$ cat src/rtl/assert_macros.svh
// Assertion macros for the top-level RTL file of the time-of-day clock.
`ifndef ASSERT_MACROS_SVH
`define ASSERT_MACROS_SVH

`ifndef SYNTHESIS
// Check a property on every rising edge, held off while reset is high.
`define BTOD_ASSERT(name, clk, rst, prop, msg) \
  name: assert property (@(posedge clk) disable iff (rst) prop) else $error(msg);
// Check a property on every rising edge, reset included.
`define BTOD_ASSERT_ALWAYS(name, clk, prop, msg) \
  name: assert property (@(posedge clk) prop) else $error(msg);
`else
`define BTOD_ASSERT(name, clk, rst, prop, msg)
`define BTOD_ASSERT_ALWAYS(name, clk, prop, msg)
`endif

`endif

$ cat src/rtl/btod_pkg.sv
// Types, codes and BCD digit helpers for the time-of-day clock.
`timescale 1ns / 1ps

package btod_pkg;

  localparam logic [1:0] MODE_TICK  = 2'd0;
  localparam logic [1:0] MODE_READ  = 2'd1;
  localparam logic [1:0] MODE_WRITE = 2'd2;

  localparam logic [3:0] REG_CTRL      = 4'd0;
  localparam logic [3:0] REG_TENTHS    = 4'd1;
  localparam logic [3:0] REG_SEC_UNITS = 4'd2;
  localparam logic [3:0] REG_SEC_TENS  = 4'd3;
  localparam logic [3:0] REG_MIN_UNITS = 4'd4;
  localparam logic [3:0] REG_MIN_TENS  = 4'd5;
  localparam logic [3:0] REG_HR_UNITS  = 4'd6;
  localparam logic [3:0] REG_HR_TENS   = 4'd7;
  localparam logic [3:0] REG_DAY_UNITS = 4'd8;
  localparam logic [3:0] REG_DAY_TENS  = 4'd9;
  localparam logic [3:0] REG_MON_UNITS = 4'd10;
  localparam logic [3:0] REG_MON_TENS  = 4'd11;
  localparam logic [3:0] REG_YR_UNITS  = 4'd12;
  localparam logic [3:0] REG_YR_TENS   = 4'd13;
  localparam logic [3:0] REG_WEEKDAY   = 4'd14;
  localparam logic [3:0] REG_SETTING   = 4'd15;

  // Bit positions in the clock setting and control nibbles
  localparam int SET_24H_BIT   = 0;
  localparam int SET_PM_BIT    = 1;
  localparam int CTRL_STOP_BIT = 2;

  localparam logic [7:0] HUND_MAX  = 8'd99;
  localparam logic [7:0] SEC_MAX   = 8'd59;
  localparam logic [7:0] MIN_MAX   = 8'd59;
  localparam logic [7:0] HR12_MAX  = 8'd12;
  localparam logic [7:0] HR24_MAX  = 8'd23;
  localparam logic [7:0] MON_MAX   = 8'd12;
  localparam logic [7:0] YEAR_MAX  = 8'd99;

  typedef struct packed {
    logic [7:0] hundredths;
    logic [7:0] seconds;
    logic [7:0] minutes;
    logic [7:0] hours;
    logic [7:0] day_of_month;
    logic [7:0] month;
    logic [7:0] year;
    logic [2:0] weekday;
    logic [3:0] clock_setting;  // bits 3:2 hold the leap-year counter
    logic       data_changed;
    logic       running;
  } state_t;

  // All counters and flags clear, 12-hour mode, clock running
  localparam state_t STATE_RESET = '{
    hundredths:    8'd0,
    seconds:       8'd0,
    minutes:       8'd0,
    hours:         8'd0,
    day_of_month:  8'd0,
    month:         8'd0,
    year:          8'd0,
    weekday:       3'd0,
    clock_setting: 4'd0,
    data_changed:  1'b0,
    running:       1'b1
  };

  // v / 10 by reciprocal, exact for every 8-bit value
  function automatic logic [4:0] div10(input logic [7:0] v);
    logic [15:0] p;
    p = {8'd0, v} * 16'd205;
    return p[15:11];
  endfunction

  function automatic logic [3:0] mod10(input logic [7:0] v);
    logic [7:0] r;
    r = v - ({3'd0, div10(v)} * 8'd10);
    return r[3:0];
  endfunction

  function automatic logic [3:0] digit_read(input logic [7:0] v, input logic tens);
    logic [4:0] q;
    q = div10(v);
    return tens ? q[3:0] : mod10(v);
  endfunction

  // Replace one decimal digit of a binary counter, wrapping modulo 256
  function automatic logic [7:0] digit_write(input logic [7:0] cur, input logic [3:0] d,
                                             input logic tens);
    logic [7:0] r;
    if (tens) begin
      r = ({4'd0, d} * 8'd10) + {4'd0, mod10(cur)};
    end else begin
      r = ({3'd0, div10(cur)} * 8'd10) + {4'd0, d};
    end
    return r;
  endfunction

  // Last day of the month; 256 for months outside 1..12 so no wrap happens
  function automatic logic [8:0] month_limit(input logic [7:0] m, input logic [1:0] leap);
    logic [8:0] lim;
    case (m)
      8'd2:                            lim = (leap == 2'd0) ? 9'd29 : 9'd28;
      8'd4, 8'd6, 8'd9, 8'd11:         lim = 9'd30;
      8'd1, 8'd3, 8'd5, 8'd7, 8'd8,
      8'd10, 8'd12:                    lim = 9'd31;
      default:                         lim = 9'd256;
    endcase
    return lim;
  endfunction

endpackage

$ cat src/rtl/btod_tick.sv
// Rollover cascade for one 10 ms tick: time of day, then date.
`timescale 1ns / 1ps

module btod_tick import btod_pkg::*; (
  input  state_t cur,
  output state_t nxt
);

  logic       adv;
  logic [7:0] hun;
  logic [7:0] sec;
  logic [7:0] mins;
  logic [7:0] hr;
  logic [2:0] wd;
  logic [7:0] dom;
  logic [7:0] dom_fix;
  logic [7:0] mon;
  logic [7:0] yr;
  logic [1:0] leap;

  always_comb begin
    nxt  = cur;
    adv  = 1'b0;
    hun  = cur.hundredths + 8'd1;
    sec  = cur.seconds + 8'd1;
    mins = cur.minutes + 8'd1;
    hr   = cur.hours + 8'd1;

    if (hun <= HUND_MAX) begin
      nxt.hundredths = hun;
    end else begin
      nxt.hundredths   = 8'd0;
      nxt.data_changed = 1'b1;
      if (sec <= SEC_MAX) begin
        nxt.seconds = sec;
      end else begin
        nxt.seconds = 8'd0;
        if (mins <= MIN_MAX) begin
          nxt.minutes = mins;
        end else begin
          nxt.minutes = 8'd0;
          if (!cur.clock_setting[SET_24H_BIT]) begin
            nxt.hours = (hr > HR12_MAX) ? 8'd1 : hr;
            if (hr == HR12_MAX) begin
              // toggle PM; the date moves only when PM goes clear (midnight)
              nxt.clock_setting[SET_PM_BIT] = ~cur.clock_setting[SET_PM_BIT];
              adv = cur.clock_setting[SET_PM_BIT];
            end
          end else begin
            nxt.hours = (hr > HR24_MAX) ? 8'd0 : hr;
            adv = (hr > HR24_MAX) || (hr == 8'd0);
          end
        end
      end
    end

    wd      = cur.weekday + 3'd1;
    dom     = cur.day_of_month + 8'd1;
    dom_fix = ({1'b0, dom} > month_limit(cur.month, cur.clock_setting[3:2])) ? 8'd1 : dom;
    mon     = cur.month + 8'd1;
    yr      = cur.year + 8'd1;
    leap    = cur.clock_setting[3:2] + 2'd1;

    if (adv) begin
      nxt.weekday      = (wd == 3'd0) ? 3'd1 : wd;
      nxt.day_of_month = dom_fix;
      if (dom_fix == 8'd1) begin
        if (mon > MON_MAX) begin
          nxt.month              = 8'd1;
          nxt.clock_setting[3:2] = leap;
          nxt.year               = (yr > YEAR_MAX) ? 8'd0 : yr;
        end else begin
          nxt.month = mon;
        end
      end
    end
  end

endmodule

$ cat src/rtl/btod_access.sv
// Register read and write decode over the BCD digit view of the counters.
`timescale 1ns / 1ps

module btod_access import btod_pkg::*; (
  input  state_t     cur,
  input  logic [1:0] mode,
  input  logic [3:0] reg_index,
  input  logic [3:0] write_data,
  output state_t     nxt,
  output logic [3:0] read_data
);

  logic tens;

  assign tens = reg_index[0];

  always_comb begin
    nxt       = cur;
    read_data = 4'd0;
    if (mode == MODE_READ) begin
      case (reg_index)
        REG_CTRL: begin
          read_data[CTRL_STOP_BIT] = cur.data_changed;
          nxt.data_changed         = 1'b0;
        end
        REG_TENTHS:                   read_data = digit_read(cur.hundredths, 1'b1);
        REG_SEC_UNITS, REG_SEC_TENS:  read_data = digit_read(cur.seconds, tens);
        REG_MIN_UNITS, REG_MIN_TENS:  read_data = digit_read(cur.minutes, tens);
        REG_HR_UNITS, REG_HR_TENS:    read_data = digit_read(cur.hours, tens);
        REG_DAY_UNITS, REG_DAY_TENS:  read_data = digit_read(cur.day_of_month, tens);
        REG_MON_UNITS, REG_MON_TENS:  read_data = digit_read(cur.month, tens);
        REG_YR_UNITS, REG_YR_TENS:    read_data = digit_read(cur.year, tens);
        REG_WEEKDAY:                  read_data = {1'b0, cur.weekday};
        default:                      read_data = cur.clock_setting;
      endcase
    end else if (mode == MODE_WRITE) begin
      case (reg_index)
        REG_CTRL: begin
          if (write_data[CTRL_STOP_BIT]) begin
            nxt.running    = 1'b0;
            nxt.hundredths = 8'd0;
          end else begin
            nxt.running = 1'b1;
          end
        end
        REG_TENTHS:                   nxt.hundredths = {4'd0, write_data} * 8'd10;
        REG_SEC_UNITS, REG_SEC_TENS:
          nxt.seconds = digit_write(cur.seconds, write_data, tens);
        REG_MIN_UNITS, REG_MIN_TENS:
          nxt.minutes = digit_write(cur.minutes, write_data, tens);
        REG_HR_UNITS, REG_HR_TENS:
          nxt.hours = digit_write(cur.hours, write_data, tens);
        REG_DAY_UNITS, REG_DAY_TENS:
          nxt.day_of_month = digit_write(cur.day_of_month, write_data, tens);
        REG_MON_UNITS, REG_MON_TENS:
          nxt.month = digit_write(cur.month, write_data, tens);
        REG_YR_UNITS, REG_YR_TENS:
          nxt.year = digit_write(cur.year, write_data, tens);
        REG_WEEKDAY:                  nxt.weekday = write_data[2:0];
        default: begin
          // 24-hour mode drops PM; bits 3:2 load the leap-year counter
          nxt.clock_setting = write_data;
          if (write_data[SET_24H_BIT]) begin
            nxt.clock_setting[SET_PM_BIT] = 1'b0;
          end
        end
      endcase
    end
  end

endmodule

$ cat src/rtl/bcd_time_of_day_clock.sv
// Path: a word accepted into the input register moves on to the result register when
// that register is free, and the result word leaves while out_stall is low.
// Throughput: one word per cycle; the input register and result register keep both
// sides moving, and the input side stalls only while a held result blocks the queue.
// Each word updates the clock state in the same cycle its result is registered.
// Reset (rst, synchronous, active high) zeroes all counters and flags, selects
// 12-hour mode and leaves the clock running.
`timescale 1ns / 1ps
`include "assert_macros.svh"

module bcd_time_of_day_clock import btod_pkg::*; (
  input  logic       clk,
  input  logic       rst,
  input  logic       in_valid,
  output logic       in_stall,
  input  logic [1:0] mode,
  input  logic [3:0] reg_index,
  input  logic [3:0] write_data,
  output logic       out_valid,
  input  logic       out_stall,
  output logic [3:0] read_data
);

  // Input register: holds one accepted word until the result register can take it
  logic       s1_valid;
  logic [1:0] s1_mode;
  logic [3:0] s1_index;
  logic [3:0] s1_data;

  logic out_free;
  logic s1_fire;
  logic in_take;

  state_t     st;
  state_t     st_next;
  state_t     st_tick;
  state_t     st_acc;
  logic [3:0] acc_rd;
  logic [3:0] rd_next;

  // The result register may load when empty or when its word leaves this cycle
  assign out_free = !out_valid || !out_stall;
  assign s1_fire  = s1_valid && out_free;
  assign in_stall = s1_valid && !out_free;
  assign in_take  = in_valid && !in_stall;

  always_ff @(posedge clk) begin
    if (rst) begin
      s1_valid <= 1'b0;
    end else if (!in_stall) begin
      s1_valid <= in_valid;
    end
  end

  // Payload needs no reset; load it only on an accepted word
  always_ff @(posedge clk) begin
    if (in_take) begin
      s1_mode  <= mode;
      s1_index <= reg_index;
      s1_data  <= write_data;
    end
  end

  btod_tick u_tick (
    .cur (st),
    .nxt (st_tick)
  );

  btod_access u_access (
    .cur        (st),
    .mode       (s1_mode),
    .reg_index  (s1_index),
    .write_data (s1_data),
    .nxt        (st_acc),
    .read_data  (acc_rd)
  );

  // Choose the state update: advance on a tick while running, else decode the access.
  // The unused mode code leaves the state alone and answers zero.
  always_comb begin
    st_next = st;
    rd_next = 4'd0;
    case (s1_mode)
      MODE_TICK: begin
        if (st.running) begin
          st_next = st_tick;
        end
      end
      MODE_READ, MODE_WRITE: begin
        st_next = st_acc;
        rd_next = acc_rd;
      end
      default: begin
        st_next = st;
      end
    endcase
  end

  always_ff @(posedge clk) begin
    if (rst) begin
      st <= STATE_RESET;
    end else if (s1_fire) begin
      st <= st_next;
    end
  end

  always_ff @(posedge clk) begin
    if (rst) begin
      out_valid <= 1'b0;
    end else if (out_free) begin
      out_valid <= s1_valid;
    end
  end

  always_ff @(posedge clk) begin
    if (s1_fire) begin
      read_data <= rd_next;
    end
  end

  // 24-hour mode never carries a PM flag
  `BTOD_ASSERT(a_pm_clear_24h, clk, rst, st.clock_setting[SET_24H_BIT] |-> !st.clock_setting[SET_PM_BIT], "PM set in 24-hour mode")
  // Only a waiting word can hold the input side off
  `BTOD_ASSERT(a_stall_needs_word, clk, rst, in_stall |-> s1_valid, "input stalled with empty input register")
  // Ticks, writes and the unused mode answer zero
  `BTOD_ASSERT(a_zero_unless_read, clk, rst, (s1_fire && (s1_mode != MODE_READ)) |=> (read_data == 4'd0), "non-read result not zero")
  // A word that moves on always lands in the result register
  `BTOD_ASSERT(a_fire_fills_out, clk, rst, s1_fire |=> out_valid, "word lost between stages")

endmodule

$ cat config.mk
export PLATFORM = sky130hd
export DESIGN_NAME = bcd_time_of_day_clock
export DESIGN_NICKNAME = d
export VERILOG_FILES = /design/src/rtl/btod_pkg.sv /design/src/rtl/btod_tick.sv /design/src/rtl/btod_access.sv /design/src/rtl/bcd_time_of_day_clock.sv
export VERILOG_INCLUDE_DIRS = /design/src /design/src/rtl
export SDC_FILE = /design/constraint.sdc
export NUM_CORES = 1
export LEC_CHECK = 0
export ABC_AREA = 0
export BUFFER_PORTS_ARGS = -buffer_cell sky130_fd_sc_hd__buf_2
export CAP_MARGIN = 20
export CORE_MARGIN = 5
export CORE_UTILIZATION = 40
export CTS_BUF_LIST = sky130_fd_sc_hd__clkbuf_16
export CTS_CLUSTER_DIAMETER = 100
export DETAILED_ROUTE_END_ITERATION = 10
export GPL_TIMING_DRIVEN = 0
export PLACE_DENSITY_LB_ADDON = 0.05
export SYNTH_ARGS = -nofsm -noshare
export SYNTH_HDL_FRONTEND = slang
export SYNTH_SLANG_ARGS = --single-unit
$ cat constraint.sdc
create_clock -name clk -period 6.1 [get_ports clk]
set_clock_uncertainty 0.1 [all_clocks]
set_input_delay 0.915 -clock clk [delete_from_list [all_inputs] [get_ports clk]]
set_output_delay 0.915 -clock clk [all_outputs]
set_load 0.02 [all_outputs]
Yosys cells after proc, flatten, opt, wreduce, memory -nomap -nowiden
Index checks and enable logic that the tools add are counted.
{ "word_totals": {"reg_bits": 81, "in_bits": 14, "out_inout_bits": 6, "word_cells": 232} }
{ "classes": {"addsub": 27, "n_mul": 14, "order_cmp": 8, "eq_ne": 53, "mux": 67, "bitwise_logic": 4, "n_reduce_logical": 40} }
{ "op_table": {"columns": ["cell", "n"], "rows": [
  ["$mux W8", 24],
  ["$pmux W65 S2", 1],
  ["$mux W63", 2],
  ["$add A8 B4 Y8", 12],
  ["$mul A8 B8 Y16 const B", 6],
  ["$mux W65", 1],
  ["$add A8 B1 Y8 const B", 7],
  ["$eq A8 B4 Y1 const B", 6],
  ["$mul A5 B3 Y7 const B", 6],
  ["$eq A8 B3 Y1 const B", 4],
  ["$mux W16", 2],
  ["$mux W29", 1],
  ["$eq A4 B4 Y1 const B", 7],
  ["$mux W4", 7],
  ["$ne A2 B1 Y1 const B", 14],
  ["$reduce_and A7 Y1", 4],
  ["$pmux W9 S3", 1],
  ["$reduce_and A9 Y1", 3],
  ["$mux W24", 1],
  ["$sub A4 B4 Y4", 6],
  ["$mux W1", 19],
  ["$pmux W2 S9", 1],
  ["$eq A4 B3 Y1 const B", 4],
  ["$eq A8 B1 Y1 const B", 2],
  ["41 further kinds", 72]
]} }

Depth between registers and ports, before layout
Gate-level depths: netlist of run 1.
{ "logic_depth": {"depth_word": 10, "depth_mapped": 29} }

Cells and area by module
From an unflattened synthesis of run 1, not the netlist that was laid out.
{ "hier_totals": {"cells_unflattened": 2185, "area_unflattened_um2": 19027.0} }
{ "modules_own_cells": {"columns": ["mod", "n_inst", "cells_each", "area_per_inst_um2"], "rows": [
  ["btod_access", 1, 1450, 12660.9],
  ["bcd_time_of_day_clock", 1, 338, 3739.8],
  ["btod_tick", 1, 397, 2626.3]
]} }

Worst setup path before layout of run 1
OpenSTA, ideal clock, no wires.
{ "synth_timing": {"kind": "register to register", "start": "register st[11] (netlist name)", "end": "register st[16] (netlist name)", "setup_ps": 127, "arrival_time_ps": 5842, "t_required_ps": 5873, "setup_slack_ps": 32, "path_stages_with_launch": 26, "period_less_slack_ps": 6068, "path_cell_list": "dfxtp_1 > ha_1 > xor2_1 > ha_1 > fa_1 > inv_1 > fa_1 > inv_1 > ha_1 > a21oi_1 > o21ai_0 > a221oi_1 > o21bai_1 > a21o_1 > a21oi_1 > xnor2_1 > ha_1 > fa_1 > nand3_1 > nor2_1 > a311oi_1 > o21ai_0 > xor2_1 > xnor2_1 > o2111ai_1 > o21ai_0"} }
{ "synth_via": {"elab_chain_len": 9, "elab_cells_between_ends": 17} }
{ "synth_rtl": {"columns": ["item", "line", "source"], "rows": [
  ["start: declaration", "bcd_time_of_day_clock.sv:34", "state_t st;"],
  ["start signal: assignment", "bcd_time_of_day_clock.sv:103", "st <= st_next;"],
  ["$mul A8 B8 Y16", null, null],
  ["$mul A5 B3 Y7", "btod_pkg.sv:78", "r = v - ({3'd0, div10(v)} * 8'd10);"],
  ["$sub A4 B4 Y4", "btod_pkg.sv:78", null],
  ["$add A8 B4 Y8", "btod_pkg.sv:93", "r = ({4'd0, d} * 8'd10) + {4'd0, mod10(cur)};"],
  ["$mux W8", "btod_pkg.sv:92", "if (tens) begin"],
  ["$mux W8", "btod_access.sv:37", "case (reg_index)"],
  ["$mux W63", "btod_access.sv:36", "end else if (mode == MODE_WRITE) begin"],
  ["$mux W63", "btod_access.sv:20", "if (mode == MODE_READ) begin"],
  ["$pmux W65 S2 *", "bcd_time_of_day_clock.sv:83", "case (s1_mode)"]
]} }
Mark *: on every way between the ends. The rest lies on a longest branch, timed or not. The select of a mux whose other input is x is not followed.
A chain may end at the register's enable or synchronous reset.

Worst setup path after layout of run 1
{ "layout_timing": {"start": "register st[12] (netlist name)", "end": "register st[16] (netlist name)"} }
The elaborated chain is that of the path after synthesis.

==> results of run 1 <==
## metrics by stage
step | hold slack, ps | utilization [%] | power [W] | TNS, ps
2_1_floorplan | 344.0 | - | 0.001105 | 0
3_3_place_gp | 362.7 | 42.05 | 0.001330 | -18860
3_5_place_dp | 373.5 | 42.22 | 0.001339 | -19120
4_1_cts | 383.1 | 45.01 | 0.001954 | 0
5_1_grt | 400.4 | 47.91 | 0.002119 | -285.9
6_report | 383.1 | 47.91 | 0.002007 | 0
## power by group
group	switching [W]	internal (W)	total, W	leakage, nW
Combinational	0.000506	0.000321	0.000827	9.26
Clock	0.000269	0.000321	0.000590	0.146
Sequential	0.0000352	0.000555	0.000590	0.700
## worst min-delay path: stages (launching register included)
cell and delay, ps:
dfxtp_1 330, nand2_1 60, a21oi_1 50
## cell families after synthesis
family	Yosys count
flip-flops	81
multiplexers	26
buffers and inverters	274
AND/OR/NAND/NOR	481
AO/OA/AOI/OAI	426
XOR/XNOR	187
adder cells (fa/ha/maj)	496
## path summary, 6_finish.rpt
check / slack (ps) / cells past startpoint / endpoint
min reg2reg: 380 / 2 / st[6]$_SDFFE_PP0P_
min: 380 / 2 / st[6]$_SDFFE_PP0P_
max reg2reg: 160 / 25 / st[16]$_SDFFE_PP0P_
max: 160 / 25 / st[16]$_SDFFE_PP0P_
## synth_stat cells (14+ instances only)
| cell | number |
|---|---|
| nand3_1 | 50 |
| xor2_1 | 92 |
| o21ai_0 | 97 |
| and2_1 | 16 |
| nand4_1 | 22 |
| dfxtp_1 | 67 |
| fa_1 | 84 |
| xnor2_1 | 95 |
| edfxtp_1 | 14 |
| or3_1 | 17 |
| clkbuf_1 | 37 |
| ha_1 | 412 |
| mux2i_1 | 22 |
| o211ai_1 | 14 |
| nand2_1 | 143 |
| nor3_1 | 29 |
| a21oi_1 | 114 |
| nor2_1 | 114 |
| a211oi_1 | 21 |
| inv_1 | 210 |
| a21o_1 | 36 |
| nor2b_1 | 25 |
## state kept, by name, indices dropped and copies added (netlist names)
signal	count
read_data	4
s1_index	4
st	65
s1_valid	1
s1_mode	2
s1_data	4
out_valid	1
## cell type report
class                      count  area [um^2]
clock buffer                   9        225.2
tap                          539        674.4
inverter                     212        804.5
multi-input combinational   1616        15230
buffer                        58        355.3
fill                        4188        21700
timing repair buffer         100        742.0
clock inverter                 7        77.57
sequential                    81         1853
## repair_timing
item | 4_1_cts | 5_1_grt
resized for setup | 133 | 159
gates cloned | 0 | 0
buffers inserted | 32 | 45
hold buffers | 0 | 0
setup endpoints to repair | 38 | 31
pin swaps | 35 | 103
## per-layer routing
metal	wire length, um	vias up	GRT usage (%)	share of wire [%]
li1	-	7186	-	-
met5	0	-	0	0
met1	25280	7109	31.48	48
met3	2572	60	2.965	4.8
met2	24320	329	36.74	46
met4	888	0	4.101	1.7
==> results.md, run 1 <==
* Final wirelength at 53.06 mm
* CP top delay family: adder cells
* Final cell count without fillers at between 2,000 and 3,000
* Via density per instance at 5.600
* Synth top area share at 30.76%
* Ant. Diodes at 0
* Setup violations, final at 0
* CTS Buffer Depth at 2
* CP Capture Type: flop
* Syn. warnings at 0
* Die area at roughly 46,000 um^2
* Post-DP HPWL at approximately 42 mm
* H-tree depth at 3
* Lkg Pwr at 10.11 nW
* Post-Synthesis Cells at 1,971
* Vias in the first global route at 14,840
* PwrDens at 100.5 nW/um^2
* Post-place setup slack at -1117 ps
* Crit path max fanout at 7
* Seq cells post-synth at 81
* Minimum clock period after layout at 5937 ps
* Hold WC Path Type: reg2reg
* Max Clk Rate at between 150 and 200 MHz
* Number of synthesized flops with an enable pin at 14
* Fin. Hold Viols at 0
* Unrepaired setup endpoints after global routing: yes
* Syn nets at 2,481
* Die height at 214.7 um
* Post-Synth XOR/XNOR Area at 9.774%
* Routed Antenna Nets at 0
* Routed WL per cell at slightly above 20 um
* Post-synthesis instance area at approximately 17,000 um^2
* Drt drc at 0
* Register area share after synthesis at 10.51%
* Yosys cell types at 91
* Synth top area cells: ha_1 31%, fa_1 10%, dfxtp_1 8.0%, xnor2_1 5.0%, xor2_1 4.8%
* Largest family of logic cells by synthesized area: adder cells
* Dpl cells at ~2,500
* Row count at between 70 and 80
* Core Region at around 42,000 um^2
* CTS tree: built
* CP max stage cell: fa_1
* Critical path data arrival time at 6090 ps
* Die width at 214.7 um
* CP bufs+invs at 2
* CP most frequent cell: fa_1
* Initial antenna violation count at 1
* Overflow after GRT at 0
* Layout area overhead at 19.13%
* Final instance area at between 15,000 and 20,000 um^2
* Multiplexer share of the synthesized area at 1.583%
* Clock network latency to the later pin of the worst-skew pair at 360 ps
* Total clock sinks at 81
* Synth Area in Compound Gates at 16.67%
* Clock buffer count from CTS at 9
* DR vias at 14,680
* Worst Max-Slew Pin Slew at 1047 ps
* RR Startpoint: st[12]$_SDFFE_PP0P_
* Final worst slack at 163.2 ps
* Fin. max-slew vios at 0
* Clock transition at path regs at 70 ps
* Simple-Gate Fraction of Synth Area at roughly 14%
* Final #Nets at 2,588
* Fin crit share at ~97%
* Most frequent cells in the layout: 365 x ha_1, 202 x inv_1, 141 x nand2_1
* Synth async-reset ratio at 0%
* GRT Total Usage at 22.26%
* Critical path startpoint: st[12]$_SDFFE_PP0P_
* RePlAce Congestion at 0.9640
* Most used DFF post-synth: dfxtp_1
* Initial Util at 40.22%
* Commonest non-fill, non-tap cell in the layout: ha_1
* DRT iter0 DRCs at just under 1,000
* Global-route wire length before repair at 82.62 mm
* Synth Area in Adders at 40.80%
* I/O pin total at 20
* Crit Path Class: reg2reg
* Slew Limit Headroom at between 20% and 30%
* Worst Setup Start Kind: flop
* Number of port buffers at 18
* DP Area at 17,590 um^2
* Layout cells sized above 1 at between 10% and 20%
* Post-Syn Area per Cell at 8.501 um^2
* Synth area leader: ha_1
* Hold_sp: st[6]$_SDFFE_PP0P_
* WP data required at between 6000 and 7000 ps
* Status: complete, no violations
* Pin count of the biggest net entering global routing at 16
* Root buf cell: clkbuf_16
* IR drop worst, VDD at 0.0001110 V
* Worst path max stage delay at ~530 ps
* DR pass1 iterations at 6
* Number of max-cap violations at 0
Power figures use the tool's default switching activity.
==> inputs of run 2 (changes only) <==
Settings changed: BUFFER_PORTS_ARGS -buffer_cell sky130_fd_sc_hd__buf_2 to -buffer_cell sky130_fd_sc_hd__clkbuf_2.
==> run 2 against run 1 <==
Critical path depth did not move. First-iteration DRC count rose by 8.9%. Register-to-register slack improved by 20 ps. Total power fell by 0.51%. Global-route usage rose by 0.054 points. Non-clock buffer count did not move. Die area did not move. Sequential power barely moved. Setup slack improved by 19 ps. Clock power fell by 0.7%. Critical path type unchanged.
==> results.md, run 2 (same netlist as run 1, synthesis figures left out) <==
* H-tree depth at 3 (unchanged)
* PwrDens at 100.6 nW/um^2 (about the same)
* Top Usage Layer GRT: met2
* Initial Util at 40.22% (unchanged)
* Clock transition at path regs at 80 ps (about the same)
* Total clock sinks at 81 (unchanged)
* Unrepaired setup endpoints after global routing: yes
* Status: complete, no violations
* CTS tree: built
* Global-route wire length before repair at 82.33 mm (-0.35%)
* Hold buffer count at CTS at 0 (unchanged)
* Final setup TNS at 0 ps (unchanged)
* CP Capture Type: flop
* Lkg Pwr at 10.13 nW (+0.20%)
* Die height at 214.7 um (unchanged)
* Fill cells at 4,123 (-1.6%)
* Drt drc at 0 (unchanged)
* Routed Antenna Nets at 0 (unchanged)
* Grt met1 use at 31.00% (-0.48 points)
* Met3 Usage GRT at 3.035% (+0.071 points)
* Commonest non-fill, non-tap cell in the layout: ha_1
* Max Clk Rate at 169.0 MHz (+0.32%)
* Final #Nets at 2,588 (unchanged)
* Crit Path Class: reg2reg
* Most frequent cells in the layout: 375 x ha_1, 204 x inv_1, 142 x nand2_1
* Clock buffer count from CTS at 9 (unchanged)
* Met2 Use GR at 37.25% (+0.51 points)
* Worst Setup Start Kind: flop
* Fin. max-slew vios at 0 (unchanged)
* DR pass1 iterations at 6 (unchanged)
* Number of port buffers at 18 (unchanged)
* Fin. Hold Viols at 0 (unchanged)
* Final worst slack at 182.4 ps (+19.21 ps)
* Biggest register: st
* Row count at 75 (unchanged)
* Core Region at 41,670 um^2 (unchanged)
* Post-DP HPWL at 41.95 mm (+0.27%)
* Slew Limit Headroom at 28.91% (-0.22 points)
* Routed WL per cell at 20.24 um (about the same)
* RePlAce Congestion at 0.9605 (-0.36%)
* Layout area overhead at 18.51%
* Via density per instance at 5.613 (+0.23%)
* CTS Buffer Depth at 2 (unchanged)
* FF/Latch Area at 1856 um^2 (+0.13%)
* Crit path max fanout at 4 (-3)
* DRT iter0 DRCs at 1,082 (+8.9%)
* Post-place setup slack at -1109 ps (+8.080 ps)
* Number of max-cap violations at 0 (unchanged)
* Initial antenna violation count at 0 (-1)
* Clock network latency to the later pin of the worst-skew pair at 370 ps (about the same)
* Layout cells sized above 1 at 16.66% (-0.53 points)
* Die width at 214.7 um (unchanged)
* IR drop worst, VDD at 0.0001204 V (+8.5%)
* Overflow after GRT at 0 (unchanged)
* Vias in the first global route at 14,860 (+0.10%)
* Worst Max-Slew Pin Slew at 1064 ps (+17.60 ps)
* I/O pin total at 20 (unchanged)
* Setup violations, final at 0 (unchanged)
* Pin count of the biggest net entering global routing at 19 (+3)
* Minimum clock period after layout at 5918 ps (-19.21 ps)
* Area of the multi-input gates at 15,120 um^2 (-0.70%)
* DR vias at 14,720 (+0.27%)
* Final wirelength at 53.09 mm (about the same)
* Root buf cell: clkbuf_16
* Hold WC Path Type: reg2reg
* Critical path data arrival time at 6070 ps (-20 ps)
* WP data required at 6260 ps (about the same)
* Fin crit share at 97.01% (-0.31 points)
* CP max stage cell: fa_2
* GRT Total Usage at 22.31% (+0.054 points)
* Worst path max stage delay at 560 ps (+30 ps)
* Largest register FFs at 65 (unchanged)
* Die area at 46,080 um^2 (unchanged)
==> run 2: through the flow <==
step	area [um^2]	hold WS [ps]	power, W	instances	utilization (%)
2_1_floorplan	16760	344.0	0.001105	1971	-
6_report	19860	387.7	0.001997	2623	47.66
5_1_grt	19860	406.1	0.002116	2622	47.65
4_1_cts	18740	382.8	0.001955	2581	44.98
3_3_place_gp	17520	363.1	0.001330	2528	42.05
3_5_place_dp	17590	372.2	0.001339	2533	42.22
==> run 2: what timing repair did <==
action                                  4_1_cts  5_1_grt
endpoints found under the hold margin         0        0
gates resized for setup                     131      143
cloned                                        0        0
pin swaps                                    39       81
setup buffers                                35       40
endpoints found under the setup margin       38       31
==> run 2: final timing paths <==
kind,slack (ps),to,cells past startpoint,from
min reg2reg,390,st[6]$_SDFFE_PP0P_,2,st[6]$_SDFFE_PP0P_
max reg2reg,180,st[15]$_SDFFE_PP0P_,25,st[9]$_SDFFE_PP0P_
max,180,st[15]$_SDFFE_PP0P_,25,st[9]$_SDFFE_PP0P_
min,390,st[6]$_SDFFE_PP0P_,2,st[6]$_SDFFE_PP0P_
==> run 2: layer usage <==
metal	share of wire (%)	wire length (um)
met1	47	25010
met2	46	24400
met3	4.8	2575
met4	2.1	1111
met5	0	0
==> run 2: cell type report <==
class	count	area share, %
clock inverters	7	0.4096
repair buffers	99	3.680
plain buffers	59	1.815
multi-input cells	1616	76.16
inverters	212	4.051
flip-flops and latches	81	9.344
diodes	1	0.01260
well taps	539	3.396
clock buffers	9	1.134
==> run 2: worst max-delay path: cells and delay by family, from the launching register on <==
family	cells	cell delay, ps
xor gates and xnor gates	1	250
buffers and inverters	6	450
DFF	1	380
AOI/OAI and AO/OA	8	1660
adders and majority gates	8	2680
and+or+nand+nor	2	290
==> run 2: power by group <==
part	switching [W]	internal (W)
logic	0.000504	0.000317
clock network	0.000292	0.000294
registers	0.0000358	0.000554
total	0.000832	0.00116
